[src/rtl/cau_queue.sv]
// Short FIFO between the front and back parts of the complex arithmetic unit.
// It depends on no other file of the project.
`timescale 1ns / 1ps

module cau_queue #(
   parameter int WIDTH = 8,
   parameter int DEPTH = 2
) (
   input  logic             clock,
   input  logic             reset,
   input  logic             push_valid,
   output logic             push_ready,
   input  logic [WIDTH-1:0] push_data,
   output logic             pop_valid,
   input  logic             pop_ready,
   output logic [WIDTH-1:0] pop_data
);
   localparam int PW = (DEPTH > 1) ? $clog2(DEPTH) : 1;
   localparam int CW = $clog2(DEPTH + 1);
   localparam logic [PW-1:0] LAST = PW'(DEPTH - 1);
   localparam logic [CW-1:0] FULL = CW'(DEPTH);

   logic [WIDTH-1:0] mem_ff [DEPTH];
   logic [PW-1:0]    wr_ptr_ff;
   logic [PW-1:0]    rd_ptr_ff;
   logic [CW-1:0]    count_ff;
   logic [PW-1:0]    wr_ptr_in;
   logic [PW-1:0]    rd_ptr_in;
   logic [CW-1:0]    count_in;
   logic             push;
   logic             pop;

   assign push_ready = count_ff != FULL;
   assign pop_valid  = count_ff != '0;
   assign pop_data   = mem_ff[rd_ptr_ff];
   assign push       = push_valid && push_ready;
   assign pop        = pop_valid && pop_ready;

   always_comb begin
      wr_ptr_in = wr_ptr_ff;
      rd_ptr_in = rd_ptr_ff;
      count_in  = count_ff;
      if (push) begin
         wr_ptr_in = (wr_ptr_ff == LAST) ? '0 : wr_ptr_ff + 1'b1;
      end
      if (pop) begin
         rd_ptr_in = (rd_ptr_ff == LAST) ? '0 : rd_ptr_ff + 1'b1;
      end
      if (push && !pop) begin
         count_in = count_ff + 1'b1;
      end else if (pop && !push) begin
         count_in = count_ff - 1'b1;
      end
   end

   always_ff @(posedge clock) begin
      if (reset) begin
         wr_ptr_ff <= '0;
         rd_ptr_ff <= '0;
         count_ff  <= '0;
      end else begin
         wr_ptr_ff <= wr_ptr_in;
         rd_ptr_ff <= rd_ptr_in;
         count_ff  <= count_in;
      end
   end

   always_ff @(posedge clock) begin
      if (push) begin
         mem_ff[wr_ptr_ff] <= push_data;
      end
   end

endmodule

[config.mk]
export PLATFORM = sky130hd
export DESIGN_NAME = cau_queue
export DESIGN_NICKNAME = d
export VERILOG_FILES = /design/src/rtl/cau_queue.sv
export SDC_FILE = /design/constraint.sdc
export NUM_CORES = 1
export LEC_CHECK = 0
export ABC_CLOCK_PERIOD_IN_PS = 2100
export BUFFER_PORTS_ARGS = -buffer_cell sky130_fd_sc_hd__buf_2
export CAP_MARGIN = 15
export CORE_AREA = 2 2 48 50
export DETAILED_ROUTE_END_ITERATION = 6
export DIE_AREA = 0 0 50 52
export GPL_TIMING_DRIVEN = 0
export PLACE_DENSITY = 0.58
export SETUP_SLACK_MARGIN = 0.15
export SYNTH_ARGS = -nofsm -noshare
export SYNTH_HDL_FRONTEND = slang
export SYNTH_SLANG_ARGS = --single-unit
[constraint.sdc]
create_clock -name clock -period 2.1 [get_ports clock]
set_input_delay 0 -clock clock [delete_from_list [all_inputs] [get_ports clock]]
set_output_delay 0 -clock clock [all_outputs]
set_load 0.05 [all_outputs]
======== Word-level counts from Yosys, hierarchy flattened ========
Memory sizes are Yosys's and may differ from the RTL's. A register that Yosys moved wholly into a read port is not among the register bits.
Cells that the tools add are included.
storage, ports and cells
  memories kept ........................... 1
  output and inout port bits .............. 10
  bits in writable memories ............... 16
  ROM bits ................................ 0
  bits in latches ......................... 0
  bits of input ports ..................... 12
  logic and storage cells ................. 25
  register bits after elaboration ......... 4
memories
  name    depth  bits a word  rd ports  clocked after Yosys merged registers in  write ports  line  source
  mem_ff  2      8            1         1                                        1            23    logic [WIDTH-1:0] mem_ff [DEPTH];
cells by class
  div/mod/pow operators ................... 0
  reduce and logical (&&, ||, !) cells .... 8
  equal/unequal tests ..................... 1
  magnitude comparators ................... 0
  mux-type cells .......................... 8
  shift-type cells ........................ 0
  bitwise gates (word level) .............. 0
  $mul .................................... 0
  add/subtract/negate cells ............... 4
operator list
  operator                                                             count
  1-bit 2-to-1 mux                                                     6
  1-bit logical AND                                                    4
  2-bit 2-to-1 mux                                                     2
  2-bit nonzero test                                                   2
  1-bit adder (second input constant)                                  2
  2-bit by 1-bit adder with 2-bit output (second input constant)       1
  1-bit logical NOT                                                    2
  2-bit inequality test (second input constant)                        1
  2-bit by 1-bit subtractor with 2-bit output (second input constant)  1

======== Logic depth before layout (Yosys ltp) ========
  word-level depth ........................ 6
  gate-level depth with buffers ........... 6
  depth with buffers taken out ............ 6

======== Worst setup path before layout ========
No wires, ideal clock.
  path type ............................... register to register
  start ................................... register count_ff[0]
  end ..................................... register count_ff[1]
  stages on the path, launching flop included .. 6
  clock period less this slack ............ 1.598 ns
  data arrival time ....................... 1.529 ns
  setup time .............................. 0.070 ns
  setup slack ............................. 0.502 ns
  data required time ...................... 2.030 ns
  path through ............................ dfxtp_1 nand2b_4 and2_1 ha_1 or3_1 a21oi_1
between the ends
  cells in the longest elaborated chain, start to end .. 5
ends and longest elaborated chain
  element                       line  source
  start: declaration            26    logic [CW-1:0] count_ff;
  start signal: assignment      64    count_ff <= count_in;
  2-bit inequality test (*)     33    assign push_ready = count_ff != FULL;
  named net push_ready          12    output logic push_ready,
  1-bit logical AND (*)         36    assign push = push_valid && push_ready;
  1-bit logical NOT             51    end else if (pop && !push) begin
  1-bit logical AND             51
  2-bit nonzero test (no line)  --
Mark *: on every way through the listed nets, which the timed path passes. The rest lies on a longest branch. The select of a mux whose other input is x is not followed.
A chain may end at the register's enable or synchronous reset.

======== Worst setup path after layout ========
  start ................................... register count_ff[0]
  end ..................................... register count_ff[1]
between the ends
  cells in the longest elaborated chain, start to end .. 5
ends and longest elaborated chain
  element
  branches (longest 5 deep; another with 2-bit by 1-bit subtractor with 2-bit output)
Several ways; the timed one is not identified. The select of a mux whose other input is x is not followed.

==> implementation parameters <==
Parameter                              Value

Finish
  Fraction of layout instances using a drive strength above 1    between 40 and 50%
  Count of inserted antenna diode cells    0
  Area of combinational cells with multiple inputs    between 200 and 250 sq um
  Area growth from synthesis to layout    31.99%
  Post-layout util    about half
  Fillcell total    ~180
  Final net count    97
  Register cell area after layout    ~580 sq um

STA
  FMAX    about 640 MHz
  Final setup violation count    0
  Final setup TNS    0 ns
  Fin worst setup slack    ~0.54 ns
  Final period utilization    74.41%
  Slew of the pin with the lowest slew margin    0.3680 ns
  Clock skew after layout    between 0.002 and 0.003 ns
  Worst rel slew slack    75.47%
  Shortest clock period the worst path allows after layout    about 1.6 ns
  Setup repair after global routing missed its margin    no
  Final number of hold-violating endpoints    0
  Count of pins over their slew limit    0

Clocking
  Maximum count of clock buffers along a single path    2
  Clock buffer count from CTS    3
  Number of clock sinks    21
  CTS tree    done
  Clock latency on the worst-skew pair    ~0.29 ns
  CTS H-tree depth    1
  Root buffer cell    clkbuf_4
  Clk pin slew, worst setup/hold paths    about 0.10 ns
  Post-CTS setup buffers    0

Power
  IR Drop Worst-Case VDD    approximately 0.7 mV
  Leak    approximately 0.43 nW
  Power per cell area    1231 nW/um^2
  Total power draw    0.001309 W

Logic synthesis
  Mean Syn Cell Area    about 16 sq um
  Count of flip-flops with a built-in enable after synthesis    16
  Dominant register cell in the synthesized netlist    edfxtp_1
  Number of instances in the synthesized netlist    49
  Library cell with the highest instance count after synthesis    edfxtp_1
  Number of unique standard cell types used by synthesis    17
  Synthesized net count    between 60 and 70
  Number of synthesized register bits    21
  Largest cells by area after synthesis    edfxtp_1 60%, dfxtp_1 12%, mux2_2 11%
  Mapped Area    805.8 sq um
  Leading post-synthesis cells by instance count    16 x edfxtp_1, 8 x mux2_2, 5 x dfxtp_1, 3 x nor2_1, 3 x xor2_1
  Cell taking the most area after synthesis    edfxtp_1
  Synth async-reset ratio    0%
  Portion of synthesized cell area occupied by the leading cell type    59.63%
  Warning count from the yosys run    0
  Sequential fraction of the synthesis area    72.05%

Critical path
  Critical path type    flop to flop
  Critical Path Source Type    flop
  Arrival @ worst endpoint    around 1.8 ns
  Setup slack of the most critical reg-to-reg path    roughly 0.54 ns
  Reg2reg path depth    5
  Capture point of the worst reg-to-reg path    count_ff[1]
  Critical register-to-register path startpoint    count_ff[0]
  Largest fanout on the critical path    5
  Required time of the worst setup path    approximately 2.3 ns
  Critical path endpoint category    flop

Min path
  Startpoint of the worst hold path    push_valid
  Hold EP    wr_ptr_ff
  Worst min-delay path category    primary input to flop
  Number of cells on the worst hold path    3

Placement
  DPL Wire Length    around 770 um
  Pre-CTS setup slack    around 0.54 ns
  Count of input and output buffers    21
  Final weighted congestion in routability-driven placement    0.6491

Floorplan
  Cell Rows    17
  Initial core utilization    between 30% and 40%
  Total Die Area    about 2600 sq um
  Area inside the core boundary    roughly 2100 sq um
  Die width    roughly 50 um
  Top-level port count    22
  Y dimension of the die    between 50 and 60 um

Routing
  First-iteration detailed-routing DRC count    12
  Detailed-route wire length    around 1100 um
  Number of vias per cell after detailed routing    around 4.5
  Routed length per placed instance    between 10 and 15 um
  Number of iterations in the first detailed-routing pass    4
  DRC violations left    0
  Routed Antenna Nets    0
  Total via count after detailed routing    between 400 and 500

Global route
  Largest net degree at the start of global routing    13
  Total Routing Usage GR    about a tenth
  Vias in the first global route    460
  First-pass GRT wire length    roughly 1900 um
  Number of antenna violations at the first check in global routing    0
  Global-route congestion overflow total    0

Run
  Count of max-cap constraint violations    0

Run status
  Run status    complete, no violations
[critical path, stage by stage, from the launching register on]
cell	delay [ns]
dfxtp_1	0.37
nand2b_4	0.17
and2_1	0.16
ha_1	0.30
or3_1	0.37
a21oi_1	0.13
[metal layers]
layer / wire length [um] / GRT usage, % / vias to the layer above / share of wire [%]
met3: 75 / 4.598 / 2 / 6.7
met5: 0 / 0 / - / 0
met2: 488 / 16.23 / 17 / 44
li1: - / - / 249 / -
met1: 540 / 11.80 / 230 / 48
met4: 13 / 2.778 / 0 / 1.2
[kinds of logic after synthesis]
kind of cell | synth area share (%)
AOI/OAI and AO/OA | 3.727
buffers and inverters | 1.086
and+or+nand+nor | 7.145
DFF | 72.05
adders and majority gates | 1.553
xor gates and xnor gates | 3.261
muxes | 11.18
[repair_timing]
action / 4_1_cts / 5_1_grt
gates resized for setup: 0 / 0
hold buffers: 9 / 0
endpoints found under the hold margin: 21 / 0
[how the worst max path moves through the flow]
stage          cells past startpoint  slack [ns]   startpoint     endpoint
2_1_floorplan                      5        0.50  count_ff[0]  count_ff[1]
3_3_place_gp                       5        0.56  count_ff[0]  count_ff[1]
3_5_place_dp                       5        0.54  count_ff[0]  count_ff[1]
4_1_cts                            5        0.52  count_ff[0]  count_ff[1]
5_1_grt                            4        0.42  count_ff[0]  count_ff[1]
6_report                           5        0.54  count_ff[0]  count_ff[1]
[area by class of cell]
| cell class | instances | area share, % |
|---|---|---|
| Buffer | 1 | 0.4706 |
| Clock buffer | 3 | 2.118 |
| Clock inverter | 1 | 0.4706 |
| Inverter | 1 | 0.3529 |
| Multi-Input combinational cell | 26 | 20.35 |
| Sequential cell | 21 | 54.59 |
| Tap cell | 28 | 3.294 |
| Timing Repair Buffer | 30 | 18.35 |
[registers in the layout (all words and copies together) (netlist names), named ones only]
register	flops
mem_ff	16
count_ff	2
rd_ptr_ff	1
wr_ptr_ff	1
[cells in the final DEF, fill, tap and decap left out, types with 2 or more instances in the layout]
master,synthesis,final
a21oi_1,2,2
buf_2,1,22
clkbuf_4,0,3
dfxtp_1,5,5
dlygate4sd3_1,0,9
edfxtp_1,16,16
mux2_2,8,8
nor2_1,3,3
o21ai_0,2,2
xor2_1,3,3
[power breakdown]
group          leakage (nW)  internal (W)  switching, W  total (W)
clock                0.0177     0.0000708      0.000107   0.000177
combinational         0.219      0.000190      0.000380   0.000570
sequential            0.191      0.000527     0.0000353   0.000562
[stage by stage]
step	instance area, sq um	instances	hold slack [ns]
floorplan	805.8	49	0.06907
global placement	945.9	98	0.1889
detailed placement	945.9	98	0.1932
CTS	1064	111	0.01019
global route	1064	111	0.006123
finish	1064	111	0.01598
No activity file was read; power rests on OpenSTA's default activity.
