$ cat src/rtl/cau_pkg.sv
// Shared definitions for the complex arithmetic unit.
// Action and status codes, the decoded operation type and its decoder.
`timescale 1ns / 1ps

package cau_pkg;

   localparam int ACT_W = 3;

   localparam logic [ACT_W-1:0] ACT_ADD = 3'd0;
   localparam logic [ACT_W-1:0] ACT_SUB = 3'd1;
   localparam logic [ACT_W-1:0] ACT_MUL = 3'd2;
   localparam logic [ACT_W-1:0] ACT_DIV = 3'd3;
   localparam logic [ACT_W-1:0] ACT_EQ  = 3'd4;
   localparam logic [ACT_W-1:0] ACT_MAG = 3'd5;

   localparam int STATUS_W = 2;

   localparam logic [STATUS_W-1:0] ST_OK   = 2'd0;
   localparam logic [STATUS_W-1:0] ST_DIV0 = 2'd1;
   localparam logic [STATUS_W-1:0] ST_SAT  = 2'd2;

   localparam int QUEUE_DEPTH = 2;

   typedef struct packed {
      logic add;
      logic sub;
      logic mul;
      logic div;
      logic eq;
      logic mag;
   } op_type;

   localparam int OP_W = $bits(op_type);

   function automatic op_type decode_action(input logic [ACT_W-1:0] act);
      op_type op;
      op = '0;
      unique case (act)
         ACT_ADD: op.add = 1'b1;
         ACT_SUB: op.sub = 1'b1;
         ACT_MUL: op.mul = 1'b1;
         ACT_DIV: op.div = 1'b1;
         ACT_EQ:  op.eq  = 1'b1;
         ACT_MAG: op.mag = 1'b1;
         default: op = '0;
      endcase
      return op;
   endfunction

endpackage

$ cat src/rtl/cau_req_if.sv
// Request channel of the complex arithmetic unit: valid, ready and one item.
// Depends on cau_pkg for the action width.
`timescale 1ns / 1ps

interface cau_req_if #(parameter int DATA_WIDTH = 32);
   logic                           valid;
   logic                           ready;
   logic [cau_pkg::ACT_W-1:0]      action;
   logic signed [DATA_WIDTH-1:0]   a_re;
   logic signed [DATA_WIDTH-1:0]   a_im;
   logic signed [DATA_WIDTH-1:0]   b_re;
   logic signed [DATA_WIDTH-1:0]   b_im;

   modport source (output valid, action, a_re, a_im, b_re, b_im, input ready);
   modport sink   (input valid, action, a_re, a_im, b_re, b_im, output ready);
endinterface

$ cat src/rtl/cau_front.sv
// Front stage: accepts request items, decodes the action and registers them.
// Depends on cau_pkg and cau_req_if.
`timescale 1ns / 1ps

module cau_front #(
   parameter int DATA_WIDTH = 32
) (
   input  logic                                           clock,
   input  logic                                           reset,
   cau_req_if.sink                                        req_ch,
   output logic                                           out_valid,
   input  logic                                           out_ready,
   output logic [cau_pkg::OP_W+4*DATA_WIDTH-1:0]          out_data
);
   import cau_pkg::*;

   localparam int EW = OP_W + 4 * DATA_WIDTH;

   logic          valid_ff;
   logic          valid_in;
   logic [EW-1:0] data_ff;
   logic [EW-1:0] data_in;
   logic          take;

   assign req_ch.ready = !valid_ff || out_ready;
   assign take         = req_ch.valid && req_ch.ready;
   assign valid_in     = req_ch.ready ? req_ch.valid : valid_ff;
   assign data_in      = {decode_action(req_ch.action), req_ch.a_re, req_ch.a_im,
                          req_ch.b_re, req_ch.b_im};

   always_ff @(posedge clock) begin
      if (reset) begin
         valid_ff <= 1'b0;
      end else begin
         valid_ff <= valid_in;
      end
   end

   always_ff @(posedge clock) begin
      if (take) begin
         data_ff <= data_in;
      end
   end

   assign out_valid = valid_ff;
   assign out_data  = data_ff;

endmodule

$ cat src/flat_wrapper.sv
// flat-port wrapper written by rule: the top's interface ports become plain ports
module cau_front_flat import cau_pkg::*;
#(
   parameter int DATA_WIDTH = 32
)
  (clock, reset, out_valid, out_ready, out_data, req_ch_valid, req_ch_action, req_ch_a_re, req_ch_a_im, req_ch_b_re, req_ch_b_im, req_ch_ready);
  cau_req_if #(.DATA_WIDTH(DATA_WIDTH)) req_ch_i ();
  input  logic clock;
  input  logic reset;
  output logic out_valid;
  input  logic out_ready;
  output logic [cau_pkg::OP_W+4*DATA_WIDTH-1:0] out_data;
  input wire logic [$bits(req_ch_i.valid)-1:0] req_ch_valid;
  input wire logic [$bits(req_ch_i.action)-1:0] req_ch_action;
  input wire logic [$bits(req_ch_i.a_re)-1:0] req_ch_a_re;
  input wire logic [$bits(req_ch_i.a_im)-1:0] req_ch_a_im;
  input wire logic [$bits(req_ch_i.b_re)-1:0] req_ch_b_re;
  input wire logic [$bits(req_ch_i.b_im)-1:0] req_ch_b_im;
  output wire logic [$bits(req_ch_i.ready)-1:0] req_ch_ready;
  assign req_ch_i.valid = req_ch_valid;
  assign req_ch_i.action = req_ch_action;
  assign req_ch_i.a_re = req_ch_a_re;
  assign req_ch_i.a_im = req_ch_a_im;
  assign req_ch_i.b_re = req_ch_b_re;
  assign req_ch_i.b_im = req_ch_b_im;
  assign req_ch_ready = req_ch_i.ready;
  cau_front #(.DATA_WIDTH(DATA_WIDTH)) u_core (.clock(clock), .reset(reset), .req_ch(req_ch_i), .out_valid(out_valid), .out_ready(out_ready), .out_data(out_data));
endmodule
$ cat config.mk
export PLATFORM = sky130hd
export DESIGN_NAME = cau_front_flat
export DESIGN_NICKNAME = d
export VERILOG_FILES = /design/src/rtl/cau_pkg.sv /design/src/rtl/cau_req_if.sv /design/src/rtl/cau_front.sv /design/src/flat_wrapper.sv
export SDC_FILE = /design/constraint.sdc
export NUM_CORES = 1
export LEC_CHECK = 0
export ABC_AREA = 1
export BUFFER_PORTS_ARGS = -buffer_cell sky130_fd_sc_hd__buf_2
export CORE_AREA = 3 3 146 77
export CTS_BUF_LIST = sky130_fd_sc_hd__clkbuf_4 sky130_fd_sc_hd__clkbuf_8 sky130_fd_sc_hd__clkbuf_16
export CTS_CLUSTER_DIAMETER = 60
export CTS_CLUSTER_SIZE = 24
export DETAILED_ROUTE_END_ITERATION = 8
export DIE_AREA = 0 0 149 80
export GPL_TIMING_DRIVEN = 0
export PLACE_DENSITY = 0.78
export RECOVER_POWER = 100
export SLEW_MARGIN = 10
export SYNTH_ARGS = -nofsm -noshare
export SYNTH_HDL_FRONTEND = slang
export SYNTH_SLANG_ARGS = --single-unit
$ cat constraint.sdc
create_clock -name clock -period 8.7 [get_ports clock]
set_clock_uncertainty 0.15 [all_clocks]
set_input_delay 0.435 -clock clock [delete_from_list [all_inputs] [get_ports clock]]
set_output_delay 0.435 -clock clock [all_outputs]
set_load 0.03 [all_outputs]
=== Yosys cells after proc, flatten, opt, wreduce, memory -nomap -nowiden ===
Index checks and enable logic that the tools add are counted.

* Output and inout port bits: 136
* Bits in registers: 135
* Memory bits (read-only): 0
* Memories kept: 0
* Bits of input ports: 135
* Bits in latches: 0
* RAM bits: 0
* Word-level logic and storage cells: 17

* Shift-type cells: 0
* Eq/ne operators: 5
* Div/mod/pow operators: 0
* Order comparisons: 0
* $mul: 0
* Mux-type cells: 6
* Reductions and logical operators: 4
* Add/subtract/negate cells: 0
* Bitwise logic cells: 0

{| class="wikitable"
|+ Operators by type and width
! kind !! count
|-
| $eq 3x2->1 const B || 2
|-
| $eq 3x3->1 const B || 2
|-
| $mux 1 || 6
|-
| $eq 3x1->1 const B || 1
|-
| $logic_not 3->1 || 1
|-
| $logic_and 1x1->1 || 1
|-
| $logic_not 1->1 || 1
|-
| $logic_or 1x1->1 || 1
|}

=== Depth between registers and ports, before layout ===
* Depth in word-level cells: 3
* Depth in mapped cells: 3

=== Worst setup path after synthesis ===
OpenSTA, ideal clock, no wires.

* Path type: reg2reg
* Start: reg u_core.valid_ff, in the netlist u_core.out_valid
* End: reg u_core.data_ff[0], in the netlist u_core.out_data[0], enable pin
* Buffers on the path: 0
* Slack: 0.946 ns
* Required time: 7.878 ns
* Stages on the path, launching flop included: 2
* Data arrival time: 6.933 ns
* Setup time: 0.672 ns
* Cells stage by stage: dfxtp_1 > a21oi_1

* Longest elaborated chain between the ends: 3

{| class="wikitable"
|+ RTL lines
! what !! line !! text
|-
| from (decl) || cau_front.sv:19 || <nowiki>logic valid_ff;</nowiki>
|-
| from (signal assigned) || cau_front.sv:35 || <nowiki>valid_ff <= valid_in;</nowiki>
|-
| $logic_not 1->1 || cau_front.sv:25 || <nowiki>assign req_ch.ready = !valid_ff || out_ready;</nowiki>
|-
| $logic_or 1x1->1 || cau_front.sv:25 ||
|-
| $logic_and 1x1->1 || cau_front.sv:26 || <nowiki>assign take = req_ch.valid && req_ch.ready;</nowiki>
|-
| net u_core.take || cau_front.sv:23 || <nowiki>logic take;</nowiki>
|-
| to (signal assigned) || cau_front.sv:41 || <nowiki>data_ff <= data_in;</nowiki>
|-
| to (decl) || cau_front.sv:21 || <nowiki>logic [EW-1:0] data_ff;</nowiki>
|}

The timed path passes the listed nets, and every way through them passes these cells.
A chain may end at the register's enable or synchronous reset.

=== Worst setup path after layout ===
* Start: reg u_core.valid_ff, in the netlist u_core.out_valid
* End: reg u_core.data_ff[88], in the netlist u_core.out_data[88], enable pin

The elaborated chain is that of the path after synthesis.

==> results.txt <==
----------------------------------------------------
[Logic synthesis]
  Yosys cell types ... 7
  Synth Flop Type ... sky130_fd_sc_hd__edfxtp_1
  Seq/Total Area, Yosys ... between 90% and 100%
  Average footprint of a synthesized cell ... 27.6 sq um
  Biggest area contributors in the synthesized netlist ... sky130_fd_sc_hd__edfxtp_1 98%, sky130_fd_sc_hd__nor3_1 0.61%, sky130_fd_sc_hd__dfxtp_1 0.49%
  Post-synth top area share ... a little over nine tenths
  Proportion of register bits with asynchronous set or reset after synthesis ... 0%
  Commonest cells in the synthesized netlist ... 134 x sky130_fd_sc_hd__edfxtp_1, 5 x sky130_fd_sc_hd__inv_1, 5 x sky130_fd_sc_hd__nor3_1, 2 x sky130_fd_sc_hd__a21oi_1
  Post-synthesis instance total ... 149
  Flop and latch count out of synthesis ... 135
  Synth area leader ... sky130_fd_sc_hd__edfxtp_1
  Yosys warning total ... 0
  Most repeated cell in the gate-level netlist after synthesis ... sky130_fd_sc_hd__edfxtp_1
  Number of enable-type register cells in the synthesized netlist ... around 130
  Post-Syn Nets ... 284
  Syn Std Cell Area ... 4110 sq um

[Timing]
  Pin slew with the least headroom to its limit ... 1700 ps
  Number of pins with negative max-slew slack in the final report ... 46
  Setup tns final ... 0 ps
  Endpoints failing hold ... 0
  Smallest setup slack after layout ... 4200 ps
  Top achievable clock speed ... 222 MHz
  Final critical-path share of the clock period ... between 50 and 60%
  Setup violators final ... 0
  Max-Slew Margin vs Limit ... -13.6%
  Final worst path period need ... 4500 ps
  RSZ-0062 raised after global routing ... no

[Setup path]
  Slowest stage cell, crit path ... sky130_fd_sc_hd__a21oi_1
  Startpoint of the worst setup timing path ... u_core.out_valid
  Library cell appearing most often on the critical path ... sky130_fd_sc_hd__clkbuf_1
  Category of the worst setup path launch point ... flop
  Critical path data required time ... 8640 ps
  Critical path, cell by cell ... a21oi_1, clkbuf_1, clkbuf_1, buf_12
  CP max FO ... 29
  Buffers plus inverters on the worst setup path ... 3
  Critical path data arrival time ... 4440 ps
  Capture instance of the worst register-to-register path ... u_core.out_data[88]
  R2R cell count ... 4
  Last element of the critical path ... u_core.out_data[88]
  RR Startpoint ... u_core.out_valid
  CP Class ... reg2reg
  CP delay by family, top ... buffers and inverters
  Instance count on the critical path ... 4
  Critical Path Sink Type ... flop
  Worst stage delay on the critical path ... 1300 ps
  Worst reg2reg setup slack ... 4200 ps

[Route]
  Drc violations ... 0
  DRC violation total after the first TritonRoute iteration ... approximately 70
  Wire per inst ... 18.5 um
  Vias/cell ... 4.32
  Number of optimization iterations in the first detailed-route pass ... 4
  Wire length reported by the detailed router ... 11,000 um
  Final ANT Viol Nets ... 0
  DR vias ... 2,575

[Worst hold path]
  Path class of the lowest-slack min-delay path ... in2reg
  Hold Startpoint ... reset

[Clocking]
  TritonCTS clock tree ... done
  Cell at the root of the clock tree ... sky130_fd_sc_hd__clkbuf_16
  Count of instances resized after the clock tree is built ... 0
  Number of setup buffers added after CTS ... 0
  Level count of the clock H-tree ... 4
  Number of sinks handled by clock tree synthesis ... 135
  Number of buffers inserted for hold repair after clock tree synthesis ... 0
  Total clock buffers created by CTS ... 17
  Register clock-pin slew on the reported worst setup and hold paths ... 60 ps
  Worst-skew pair later-pin latency ... between 300 and 400 ps
  Maximum clock insertion buffer count ... 2

[Place]
  Global placer's final weighted congestion ... 0.874
  Buffers on Ports ... 270
  Post-Place Worst Slack ... between 6000 and 7000 ps
  Dpl cells ... around 560
  HPWL after detailed placement ... between 8000 and 9000 um

[Floorplan]
  Starting density of the core ... slightly above 40%
  Core Area ... 10,100 sq um
  Overall die height ... 80 um
  Width of the die ... about 150 um
  Overall die area ... 11,900 sq um
  Placement row count ... 26
  I/O pins ... approximately 270

[Power and ir drop]
  Power density normalized to cell area ... between 200 and 300 nW/um^2
  Design Power ... 1.57 mW
  Leak Pwr ... 2.26 nW
  Max rail drop VDD ... 0.143 mV

[Finish]
  Post-route core utilization ... 60.0%
  Fin nets ... 578
  Diodes inserted ... 0
  Layout Cells excl Fill ... just under 600
  Share of layout cells above drive strength 1 ... between 30% and 40%
  Area grow syn2layout ... 47.3%

[Global route]
  GRT busiest layer ... met2
  Met2 Track Usage GR ... approximately 32%
  All-layer global routing usage ... 17.6%
  Vias in the first global route ... roughly 2,700
  Initial antenna violation count ... 0
  First-pass GRT wire length ... 15,100 um
  GR Layer Usage met3 ... under 10%
  Global routing usage on met1 ... 19.8%
  Overall overflow remaining after global route ... 0
  Pin count of the biggest net entering global routing ... 30

[Run]
  # Max-Cap Violations ... 2

[Outcome]
  Violations in the final reports ... capacitance limit, slew limit
  Status ... complete, but fails checks

----------------------------------------------------
[worst register-to-register path: cells and delay by family, from the launching register on]
family | cells | cell delay, ps
AO/OA/AOI/OAI | 1 | 1300
buffers and inverters | 3 | 2410
flip-flops | 1 | 320
[registers in the layout, summed over array words and instances, names as in the netlist]
name and count:
u_core.out_data 134, u_core.out_valid 1
[stage by stage]
| stage | hold WS, ps | instance area, sq um |
|---|---|---|
| 6_report | 47.2 | 6050 |
| 3_5_place_dp | 382 | 5770 |
| 2_1_floorplan | 354 | 4110 |
| 3_3_place_gp | 326 | 5640 |
| 4_1_cts | 27.9 | 6320 |
| 5_1_grt | 21.7 | 6050 |
[logic make-up after synthesis]
group                  after synthesis  share of synthesized area (%)
buffers and inverters                5                          0.457
AO/OA/AOI/OAI                        2                          0.243
AND/OR/NAND/NOR                      7                          0.943
flip-flops                         135                           98.4
[area by class of cell]
class	count	area, sq um
fill	856	4030
timing repair buffer	275	1220
clock buffer	19	453
tap	140	175
sequential	135	4040
inverter	5	18.8
multi-input combinational	9	43.8
clock inverter	13	100
[worst min-delay path by stage]
stage | endpoint | slack (ps) | depth (start not counted)
after detailed placement | u_core.out_valid | 380 | 2
after global routing | u_core.out_valid | 20 | 2
after global placement | u_core.out_valid | 330 | 2
final | u_core.out_valid | 50 | 2
after CTS | u_core.out_valid | 30 | 2
after floorplan | u_core.out_valid | 350 | 1
[cell usage in the layout (no fill, tap or decap), drive strengths merged]
| master | instances |
|---|---|
| nand2 | 1 |
| a21oi | 2 |
| clkinvlp | 8 |
| inv | 7 |
| nor3 | 6 |
| buf | 121 |
| edfxtp | 134 |
| clkbuf | 173 |
| dfxtp | 1 |
| clkinv | 3 |
[per-layer routing]
layer	vias up	part of all wire (%)
li1	1188	-
met3	18	4.7
met2	74	56
met5	-	0
met1	1295	37
met4	0	1.5
[power breakdown]
part           internal, mW  switching [mW]
Sequential            0.762          0.0102
Combinational        0.0373           0.117
Clock                 0.381           0.267
Total                  1.18           0.394
(Power assumes the default switching activity.)
